--- config.mk ---
export PLATFORM = sky130hd
export DESIGN_NAME = countdown_timer_bank
export DESIGN_NICKNAME = d
export VERILOG_FILES = /design/src/ctb_pkg.sv /design/src/ctb_ram.sv /design/src/countdown_timer_bank.sv
export SDC_FILE = /design/constraint.sdc
export NUM_CORES = 1
export LEC_CHECK = 0
export BUFFER_PORTS_ARGS = -buffer_cell sky130_fd_sc_hd__buf_2
export CORE_MARGIN = 2
export CORE_UTILIZATION = 30
export DETAILED_ROUTE_END_ITERATION = 7
export HOLD_SLACK_MARGIN = 0.1
export SYNTH_ARGS = -nofsm -noshare
export SYNTH_HDL_FRONTEND = slang
export SYNTH_SLANG_ARGS = --single-unit
--- constraint.sdc ---
create_clock -name clk -period 5.8 [get_ports clk]
set_input_delay 1.74 -clock clk [delete_from_list [all_inputs] [get_ports clk]]
set_output_delay 1.74 -clock clk [all_outputs]
set_load 0.01 [all_outputs]
--- src/ctb_pkg.sv ---
`timescale 1ns / 1ps

package ctb_pkg;

  localparam int CMD_W   = 2;
  localparam int SEL_W   = 5;
  localparam int DUR_W   = 20;
  localparam int COUNT_W = 17;

  localparam logic [COUNT_W-1:0] COUNT_MAX = '1;

  typedef enum logic [CMD_W-1:0] {
    CMD_SET   = 2'd0,
    CMD_TICK  = 2'd1,
    CMD_QUERY = 2'd2
  } cmd_t;

  // one memory word: remaining ticks and the expiry flag
  typedef struct packed {
    logic [COUNT_W-1:0] count;
    logic               flag;
  } entry_t;

  typedef enum logic {
    OP_TICK  = 1'b0,
    OP_QUERY = 1'b1
  } rmw_op_t;

endpackage

--- src/ctb_ram.sv ---
`timescale 1ns / 1ps

module ctb_ram #(
  parameter int WIDTH = 18,
  parameter int DEPTH = 20,
  parameter int AW    = (DEPTH > 1) ? $clog2(DEPTH) : 1
) (
  input  logic             clk,
  input  logic             we,
  input  logic [AW-1:0]    waddr,
  input  logic [WIDTH-1:0] wdata,
  input  logic [AW-1:0]    raddr,
  output logic [WIDTH-1:0] rdata
);

  logic [WIDTH-1:0] mem [DEPTH];
  logic [WIDTH-1:0] rdata_r;

  always_ff @(posedge clk) begin
    if (we) begin
      mem[waddr] <= wdata;
    end
    rdata_r <= mem[raddr];
  end

  assign rdata = rdata_r;

endmodule

--- src/countdown_timer_bank.sv ---
`timescale 1ns / 1ps

// Bank of NUM_TIMERS countdown timers held in one memory word per timer.
// Input channel (in_valid/in_ready): in_cmd selects set, tick or query;
// in_timer_sel picks the timer, in_duration is the set duration in base
// units (loaded as duration / TICK_PERIOD, saturated to 17 bits).
// Output channel (out_valid/out_ready): one transaction per input
// transaction, out_expired carries the queried flag (cleared on read),
// 0 for every other command.
// One item is in flight at a time. Steps from input transaction to
// out_valid:
//   set: registered reciprocal multiply, then one write;
//   query: memory read, then write back with the flag cleared;
//   tick: one read-modify-write per timer through the
//   single memory, reads and writes pipelined one entry apart;
//   unused command, or set or query of an out-of-range timer: straight to the result.
// The result sits in an output register; the next input transaction is
// taken while it waits. If out_valid is still held when the next result
// is ready, that result waits internally until the register frees.
// Reset clears all timers at once through a per-entry valid bit; an
// entry never written since reset reads as count 0, flag 0.

module countdown_timer_bank #(
  parameter int NUM_TIMERS  = 20,
  parameter int TICK_PERIOD = 10
) (
  input  logic                      clk,
  input  logic                      rst_n,
  input  logic                      in_valid,
  output logic                      in_ready,
  input  logic [ctb_pkg::CMD_W-1:0] in_cmd,
  input  logic [ctb_pkg::SEL_W-1:0] in_timer_sel,
  input  logic [ctb_pkg::DUR_W-1:0] in_duration,
  output logic                      out_valid,
  input  logic                      out_ready,
  output logic                      out_expired
);

  import ctb_pkg::*;

  localparam int AW        = (NUM_TIMERS > 1) ? $clog2(NUM_TIMERS) : 1;
  localparam int DIV_SHIFT = DUR_W + $clog2(TICK_PERIOD);
  localparam int RECIP_W   = DUR_W + 2;
  localparam int PROD_W    = DUR_W + RECIP_W;
  localparam longint unsigned RECIP_L =
    ((64'd1 << DIV_SHIFT) + TICK_PERIOD - 1) / TICK_PERIOD;
  localparam logic [RECIP_W-1:0] RECIP = RECIP_W'(RECIP_L);
  localparam logic [AW-1:0] LAST_IDX = AW'(NUM_TIMERS - 1);

  typedef enum logic [2:0] {
    S_IDLE,
    S_MUL,
    S_SETWR,
    S_QRD,
    S_TICK,
    S_DRAIN,
    S_RESP
  } state_t;

  state_t                state_r, state_nxt;
  logic [SEL_W-1:0]      sel_r, sel_nxt;
  logic [DUR_W-1:0]      dur_r, dur_nxt;
  logic [PROD_W-1:0]     prod_r, prod_nxt;
  logic [AW-1:0]         cnt_r, cnt_nxt;
  logic                  rmw_valid_r, rmw_valid_nxt;
  logic [AW-1:0]         rmw_addr_r, rmw_addr_nxt;
  rmw_op_t               rmw_op_r, rmw_op_nxt;
  logic                  res_r, res_nxt;
  logic                  out_valid_r, out_valid_nxt;
  logic                  out_expired_r, out_expired_nxt;
  logic [NUM_TIMERS-1:0] vld_r, vld_nxt;

  logic                  ram_we;
  logic [AW-1:0]         ram_waddr;
  entry_t                ram_wdata;
  logic [AW-1:0]         ram_raddr;
  entry_t                ram_rdata;

  entry_t                cur_entry;
  entry_t                upd_entry;
  logic [DUR_W-1:0]      quot;
  logic [COUNT_W-1:0]    quot_sat;
  logic                  in_sel_ok;
  logic [AW-1:0]         sel_addr;

  ctb_ram #(
    .WIDTH ($bits(entry_t)),
    .DEPTH (NUM_TIMERS),
    .AW    (AW)
  ) u_ram (
    .clk   (clk),
    .we    (ram_we),
    .waddr (ram_waddr),
    .wdata (ram_wdata),
    .raddr (ram_raddr),
    .rdata (ram_rdata)
  );

  assign in_sel_ok = ({1'b0, in_timer_sel} < (SEL_W + 1)'(NUM_TIMERS));
  assign sel_addr  = sel_r[AW-1:0];

  // duration / TICK_PERIOD by reciprocal; exact for all 20-bit durations
  assign quot     = DUR_W'(prod_r >> DIV_SHIFT);
  assign quot_sat = (|quot[DUR_W-1:COUNT_W]) ? COUNT_MAX : quot[COUNT_W-1:0];

  // entries not written since reset read as idle
  assign cur_entry = vld_r[rmw_addr_r] ? ram_rdata : '0;

  always_comb begin
    upd_entry = cur_entry;
    if (rmw_op_r == OP_TICK) begin
      if (cur_entry.count != '0) begin
        upd_entry.count = cur_entry.count - 1'b1;
        if (cur_entry.count == COUNT_W'(1)) begin
          upd_entry.flag = 1'b1;
        end
      end
    end else begin
      upd_entry.flag = 1'b0;
    end
  end

  always_comb begin
    state_nxt       = state_r;
    sel_nxt         = sel_r;
    dur_nxt         = dur_r;
    prod_nxt        = prod_r;
    cnt_nxt         = cnt_r;
    rmw_valid_nxt   = 1'b0;
    rmw_addr_nxt    = rmw_addr_r;
    rmw_op_nxt      = rmw_op_r;
    res_nxt         = res_r;
    out_valid_nxt   = out_valid_r;
    out_expired_nxt = out_expired_r;
    vld_nxt         = vld_r;
    ram_we          = 1'b0;
    ram_waddr       = rmw_addr_r;
    ram_wdata       = upd_entry;
    ram_raddr       = cnt_r;

    if (out_valid_r && out_ready) begin
      out_valid_nxt = 1'b0;
    end

    // write-back half of the read-modify-write pipe
    if (rmw_valid_r) begin
      ram_we             = 1'b1;
      vld_nxt[rmw_addr_r] = 1'b1;
      if (rmw_op_r == OP_QUERY) begin
        res_nxt = cur_entry.flag;
      end
    end

    unique case (state_r)
      S_IDLE: begin
        if (in_valid) begin
          sel_nxt = in_timer_sel;
          dur_nxt = in_duration;
          res_nxt = 1'b0;
          cnt_nxt = '0;
          unique case (cmd_t'(in_cmd))
            CMD_SET:   state_nxt = in_sel_ok ? S_MUL : S_RESP;
            CMD_TICK:  state_nxt = S_TICK;
            CMD_QUERY: state_nxt = in_sel_ok ? S_QRD : S_RESP;
            default:   state_nxt = S_RESP;
          endcase
        end
      end
      S_MUL: begin
        prod_nxt  = PROD_W'(dur_r) * PROD_W'(RECIP);
        state_nxt = S_SETWR;
      end
      S_SETWR: begin
        ram_we            = 1'b1;
        ram_waddr         = sel_addr;
        ram_wdata         = '{count: quot_sat, flag: 1'b0};
        vld_nxt[sel_addr] = 1'b1;
        state_nxt         = S_RESP;
      end
      S_QRD: begin
        ram_raddr     = sel_addr;
        rmw_valid_nxt = 1'b1;
        rmw_addr_nxt  = sel_addr;
        rmw_op_nxt    = OP_QUERY;
        state_nxt     = S_DRAIN;
      end
      S_TICK: begin
        // read entry i while entry i-1 is written back
        ram_raddr     = cnt_r;
        rmw_valid_nxt = 1'b1;
        rmw_addr_nxt  = cnt_r;
        rmw_op_nxt    = OP_TICK;
        if (cnt_r == LAST_IDX) begin
          state_nxt = S_DRAIN;
        end else begin
          cnt_nxt = cnt_r + 1'b1;
        end
      end
      S_DRAIN: begin
        state_nxt = S_RESP;
      end
      S_RESP: begin
        if (!out_valid_r || out_ready) begin
          out_valid_nxt   = 1'b1;
          out_expired_nxt = res_r;
          state_nxt       = S_IDLE;
        end
      end
      default: state_nxt = S_IDLE;
    endcase
  end

  always_ff @(posedge clk) begin
    if (!rst_n) begin
      state_r     <= S_IDLE;
      rmw_valid_r <= 1'b0;
      out_valid_r <= 1'b0;
      vld_r       <= '0;
      cnt_r       <= '0;
    end else begin
      state_r     <= state_nxt;
      rmw_valid_r <= rmw_valid_nxt;
      out_valid_r <= out_valid_nxt;
      vld_r       <= vld_nxt;
      cnt_r       <= cnt_nxt;
    end
    sel_r         <= sel_nxt;
    dur_r         <= dur_nxt;
    prod_r        <= prod_nxt;
    rmw_addr_r    <= rmw_addr_nxt;
    rmw_op_r      <= rmw_op_nxt;
    res_r         <= res_nxt;
    out_expired_r <= out_expired_nxt;
  end

  assign in_ready    = (state_r == S_IDLE);
  assign out_valid   = out_valid_r;
  assign out_expired = out_expired_r;

  // set write and pipe write share the one write port
  a_set_no_rmw: assert property (@(posedge clk) disable iff (!rst_n)
    (state_r == S_SETWR) |-> !rmw_valid_r)
    else $error("set write collides with read-modify-write");

  a_tick_pipe: assert property (@(posedge clk) disable iff (!rst_n)
    (state_r == S_TICK && rmw_valid_r) |-> (AW'(rmw_addr_r + 1'b1) == cnt_r))
    else $error("tick write-back not one entry behind read");

  a_drain_has_rmw: assert property (@(posedge clk) disable iff (!rst_n)
    (state_r == S_DRAIN) |-> rmw_valid_r)
    else $error("drain without pending write-back");

  a_accept_busy: assert property (@(posedge clk) disable iff (!rst_n)
    (in_valid && in_ready) |=> (state_r != S_IDLE))
    else $error("transaction accepted but block stayed idle");

  a_waddr_range: assert property (@(posedge clk) disable iff (!rst_n)
    ram_we |-> ({1'b0, ram_waddr} < (AW + 1)'(NUM_TIMERS)))
    else $error("memory write beyond timer count");

endmodule

==> flow_summary.json, run 1 <==
{
  "clkPwrFrac": 0.156,
  "slew_violations": 0,
  "skew_ns": 0.0232,
  "power_frac_seq": 0.208,
  "async_reset_ff_frac": 0,
  "clkSinkCount": 458,
  "yosys-top-cells-count": "nand2_1 (412), edfxtp_1 (409), ha_1 (208)",
  "max_freq_mhz": 169,
  "hold_viol_final": 0,
  "wirelength_um": 65800,
  "cts_tree": "yes",
  "start_util": 0.303,
  "overflow": 0,
  "grt_max_degree": 109,
  "path_clk_slew_ns": 0.07,
  "htreeDepth": 2,
  "maxCapViolCount": 0,
  "antenna_found_initial": 1,
  "critPathKind": "register to register",
  "dp_slack_ns": -0.287,
  "rows": 107,
  "drive_gt1_frac": 0.170,
  "synthDistinctLibCells": 76,
  "track_usage": 0.146,
  "setup_violations": 8,
  "cp.required_ns": 6.13,
  "violations": "negative setup slack",
  "total_power_mw": 19.7,
  "die-area_um2": 88500,
  "place.gp.congestion": 0.871,
  "ys_seq_elements": 458,
  "r2r_slack_ns": -0.13,
  "synth_area_um2": 25800,
  "synth_fp_nets": 2563,
  "cp_max_fo": 4,
  "synth_top_cells_by_area": "edfxtp_1 (48%), ha_1 (10%), fa_1 (10%)",
  "final_antenna_net_count": 0,
  "vdd_drop_max_mv": 0.896,
  "fp.dieW_um": 298,
  "core_um2": 85300,
  "worst_slack_ns": -0.127,
  "io_pins": 34,
  "synth_area_leader_cell": "edfxtp_1",
  "hp-class": "register to register",
  "startpoint_type": "register",
  "syn_avg_cell_area_um2": 11.8,
  "holdWs_ns": 0.455,
  "power.leakage_nw": 12.2,
  "synth_top_area_frac": 0.475,
  "status": "complete, but fails checks",
  "first_global_vias": 17165,
  "rsz0062_at_grt": "yes",
  "hpwlAfterDp_um": 41800,
  "dr_total_vias": 17179,
  "endpoint_kind": "register",
  "die_y_um": 298,
  "drc_errors": 0,
  "synth_edf_count": 409,
  "cellInternalPower_mw": 11.8,
  "synth_ff_type": "edfxtp_1",
  "via_per_inst": 4.85,
  "portBuffers": 33,
  "drt-initial-drc-count": 1423,
  "drt-wirelength-per-cell_um": 18.6,
  "grt_pass1_wl_um": 100000,
  "clockBufferDepth": 3,
  "num_antenna_cells": 0,
  "fin_crit_ns": 5.93,
  "ctsRootBufferMaster": "clkbuf_16",
  "slew_headroom": 0.223,
  "critPathArrivalTime_ns": 6.26,
  "synth_most_common_cell": "nand2_1",
  "yosysWarningCount": 0,
  "min_period_over_period": 1.02,
  "nets": 2731,
  "seq_area_frac_synth": 0.513,
  "power.switching_fraction": 0.399,
  "syn_inst": 2195,
  "drtPass1Iterations": 5,
  "clk_latency_ns": 0.59,
  "p_per_area_nw_per_um2": 643,
  "tightest_slew_ns": 1.16,
  "combPwrFrac": 0.637,
  "areaGrowthSynthToFinish_pct": 18.6,
  "numCtsBuffers": 47,
  "p_sw_mw": 7.86
}
==> state kept, by name, indices dropped and copies added, names as in the netlist, 3 cells and up <==
signal,cells
prod_r,17
state_r,3
vld_r,20
sel_addr,5
u_ram.mem,360
u_ram.rdata,18
dur_r,20
rmw_addr_r,5
cnt_r,5
==> layout make-up <==
class	count	area, um2
Inverter	207	778
Fill cell	8304	54600
Clock buffer	65	1270
Timing Repair Buffer	218	1650
Sequential cell	458	13300
Clock inverter	21	273
Tap cell	1144	1430
Multi-Input combinational cell	1431	12000
==> cells in the final DEF, fill, tap and decap left out, drive strengths merged, types with 7 or more instances in the layout <==
cell type / instances
nor2b: 25
a221oi: 21
mux2i: 7
ha: 208
a21oi: 43
a211oi: 21
nor3: 15
or2: 8
xor2: 26
a21o: 17
nand4: 9
a311oi: 54
and3: 64
mux2: 8
edfxtp: 409
nand3: 98
o31ai: 23
clkbuf: 65
xnor2: 15
o21ai: 35
a31oi: 26
nand2: 412
fa: 129
buf: 218
clkinv: 16
and2: 17
nor3b: 10
inv: 207
nor2: 66
dfxtp: 49
==> logic make-up (layout without fill, tap and decap cells) <==
group / count (synthesis) / count (layout) / share of synthesized area
xor+xnor: 41 / 41 / 0.0139
flops: 458 / 458 / 0.513
compound gates: 284 / 284 / 0.0803
mux: 20 / 20 / 0.0110
buf+inv: 306 / 511 / 0.0489
fa+ha+maj: 337 / 337 / 0.201
simple gates: 749 / 749 / 0.132
==> power groups by stage <==
| stage | Clock, mW | Sequential, mW | Combinational, mW |
|---|---|---|---|
| after floorplan | 0 | 4.12 | 6.78 |
| after global placement | 0 | 4.15 | 9.74 |
| after detailed placement | 0 | 4.16 | 9.84 |
| after CTS | 3.13 | 4.09 | 11.5 |
| after global routing | 3.27 | 4.10 | 14.0 |
| final | 3.07 | 4.09 | 12.5 |
==> layer usage <==
layer / GRT usage / routed length, um / vias up
li1: - / - / 8132
met5: 0 / 0 / -
met1: 0.203 / 29700 / 8432
met2: 0.233 / 30100 / 497
met3: 0.0231 / 4150 / 118
met4: 0.0426 / 1850 / 0
==> worst paths after layout <==
| path | startpoint | to | depth (start not counted) |
|---|---|---|---|
| hold / removal | res_r | out_expired | 0 |
| setup reg to reg | dur_r[3] | prod_r[30] | 21 |
| hold reg to reg | res_r | out_expired | 0 |
| setup / recovery | dur_r[3] | prod_r[30] | 21 |
==> what timing repair did <==
| item | 4_1_cts | 5_1_grt |
|---|---|---|
| setup endpoints to repair | 12 | 14 |
| cloned | 0 | 0 |
| resized for setup | 47 | 38 |
| pin swaps | 33 | 36 |
| buffers inserted | 19 | 8 |
| hold buffers | 0 | 0 |
==> per-stage QoR <==
stage | instance area, um2 | setup TNS (ns) | util | std cells
after CTS | 30400 | -0.134 | 0.356 | 3537
after global routing | 30700 | -2.59 | 0.359 | 3544
after detailed placement | 28400 | -1.70 | 0.333 | 3432
after global placement | 28400 | -0.963 | 0.333 | 3432
final | 30700 | -0.558 | 0.359 | 3544
after floorplan | 25900 | 0 | - | 2195
==> worst max-delay path: stages, from the launching register on <==
cell	delay, ns
edfxtp_1	0.44
buf_6	0.16
buf_6	0.11
ha_4	0.24
xor2_4	0.18
ha_4	0.16
or2_4	0.24
fa_1	0.49
fa_2	0.56
fa_2	0.44
fa_2	0.56
ha_4	0.20
ha_4	0.27
nand4_1	0.15
buf_4	0.19
a2111oi_4	0.39
buf_4	0.19
a211o_1	0.16
a31o_1	0.25
buf_6	0.13
a21oi_2	0.05
xnor2_1	0.13
Power figures use the tool's default switching activity.
==> inputs of run 2 (changes only) <==
Settings changed: CTS_BUF_LIST set to sky130_fd_sc_hd__clkbuf_8.
==> run 2 against run 1 <==
Compared with the run above: the run still ends with negative setup slack left; setup slack improved by 0.011 ns; highest routed layer unchanged; clock power decreased by 8.8%; critical path depth unchanged; count of clock-buffer cells in the layout increased by 17; global-route usage increased by 0.20 points; first-iteration DRC count decreased by 0.28%; clock skew increased by 0.014 ns; via count increased by 0.55%; critical path type unchanged; sequential share of layout area increased by 0.17 points; core utilization decreased by 0.14 points; non-clock buffer count decreased by 5; sequential power about the same.
==> flow_summary.json, run 2 (synthesis results as in run 1) <==
{
  "hold_viol_final": 0,
  "die-area_um2": 88500,
  "start_util": 0.303,
  "setup_violations": 6,
  "numCtsBuffers": 74,
  "regMostFlops": "u_ram.mem",
  "first_global_vias": 17352,
  "reg_top3": "u_ram.mem: 360 flops, dur_r: 20 flops, vld_r: 20 flops",
  "drt-wirelength-per-cell_um": 18.4,
  "rr_worst_depth": 21,
  "hp-start": "res_r",
  "nFillCells": 8340,
  "track_usage": 0.148,
  "reg2reg_to": "prod_r[39]",
  "multi_input_area_um2": 12000,
  "slew_headroom": 0.219,
  "rows": 107,
  "maxCapViolCount": 0,
  "core_um2": 85300,
  "min_period_over_period": 1.02,
  "final_cell_mix": "nand2_1 (412), edfxtp_1 (409), inv_1 (223)",
  "cp.required_ns": 6.20,
  "dp_slack_ns": -0.287,
  "drive_gt1_frac": 0.180,
  "grt_max_degree": 109,
  "stdcell_count": 3589,
  "drtPass1Iterations": 7,
  "total_power_mw": 19.5,
  "startpoint_type": "register",
  "hp-class": "register to register",
  "holdPathEnd": "out_expired",
  "r2r_slack_ns": -0.12,
  "clockBufferDepth": 3,
  "final_antenna_net_count": 0,
  "drt-initial-drc-count": 1419,
  "skew_ns": 0.0367,
  "grt_pass1_wl_um": 102000,
  "wirelength_um": 66100,
  "place.gp.congestion": 0.871,
  "stdcell_area_um2": 30500,
  "power.leakage_nw": 12.3,
  "fin_crit_ns": 5.92,
  "htreeDepth": 3,
  "vdd_drop_max_mv": 0.843,
  "antenna_found_initial": 2,
  "clk_latency_ns": 0.67,
  "drc_errors": 0,
  "dr_total_vias": 17273,
  "r2r_start": "dur_r[3]",
  "die_y_um": 298,
  "slew_violations": 0,
  "status": "complete, but fails checks",
  "max_freq_mhz": 169,
  "clkSinkCount": 458,
  "cts_hold_buffers": 0,
  "fp.dieW_um": 298,
  "hpwlAfterDp_um": 41800,
  "io_pins": 34,
  "placed_cells": 3432,
  "post-route-util": 0.358,
  "cts_tree": "yes",
  "violations": "negative setup slack",
  "areaGrowthSynthToFinish_pct": 18.1,
  "placed_area_um2": 28400,
  "overflow": 0,
  "cp_max_fo": 4,
  "path_clk_slew_ns": 0.06,
  "portBuffers": 33,
  "nets": 2753,
  "critPathArrivalTime_ns": 6.32,
  "via_per_inst": 4.81,
  "endpoint_kind": "register",
  "worst_slack_ns": -0.116,
  "p_per_area_nw_per_um2": 638,
  "rsz0062_at_grt": "yes",
  "tightest_slew_ns": 1.16,
  "critPathKind": "register to register",
  "final_common_cell": "nand2_1",
  "hold_path_depth": 0,
  "ff_latch_area_um2": 13300,
  "ctsRootBufferMaster": "clkbuf_8",
  "largest_reg_flops": 360
}
[run 2: per-stage QoR]
stage / TNS, ns / hold WS, ns
final: -0.338 / 0.450
after global routing: -1.98 / 0.472
after CTS: -0.145 / 0.458
after detailed placement: -1.70 / 0.443
after global placement: -0.963 / 0.453
after floorplan: 0 / 0.408
[run 2: worst max-delay path by stage]
| stage | from | end | slack, ns | cells after the start |
|---|---|---|---|---|
| final | dur_r[3] | prod_r[39] | -0.12 | 21 |
| after global routing | dur_r[12] | prod_r[39] | -0.34 | 21 |
| after CTS | dur_r[3] | prod_r[34] | -0.08 | 19 |
| after detailed placement | dur_r[16] | prod_r[33] | -0.29 | 20 |
| after global placement | dur_r[9] | prod_r[33] | -0.17 | 20 |
| after floorplan | dur_r[8] | prod_r[34] | 0.05 | 22 |
[run 2: layer usage]
layer | GRT usage | part of all wire | vias to the layer above
li1 | - | - | 8187
met3 | 0.0252 | 0.056 | 121
met1 | 0.205 | 0.46 | 8473
met2 | 0.236 | 0.46 | 492
met4 | 0.0433 | 0.024 | 0
met5 | 0 | 0 | -
[run 2: layout make-up]
type	instances	area share
Antenna cell	1	0.0000820
Clock buffer	82	0.0370
Multi-Input combinational cell	1431	0.393
Sequential cell	458	0.434
Clock inverter	53	0.0111
Inverter	207	0.0255
Tap cell	1144	0.0469
Timing Repair Buffer	213	0.0526
[run 2: critical path: stages, from the launching register on]
cell       delay (ns)
edfxtp_1         0.43
buf_6            0.15
buf_6            0.11
ha_4             0.24
xor2_4           0.17
ha_2             0.17
or2_4            0.24
fa_1             0.50
fa_2             0.58
fa_2             0.45
fa_2             0.57
ha_4             0.20
ha_4             0.27
nand4_1          0.17
buf_4            0.19
a2111oi_4        0.17
buf_4            0.21
a211oi_4         0.08
o211ai_1         0.30
buf_4            0.20
a31oi_4          0.09
xnor2_2          0.14
[run 2: what timing repair did]
item | in CTS | in global routing
resized for setup | 48 | 39
buffers inserted | 18 | 3
endpoints found under the setup margin | 12 | 14
pin swaps | 33 | 22
[run 2: where the power goes]
part | internal [mW] | switching, mW | total (mW)
Clock | 1.45 | 1.35 | 2.80
Sequential | 4.01 | 0.0797 | 4.09
Combinational | 6.13 | 6.46 | 12.6
Total | 11.6 | 7.89 | 19.5
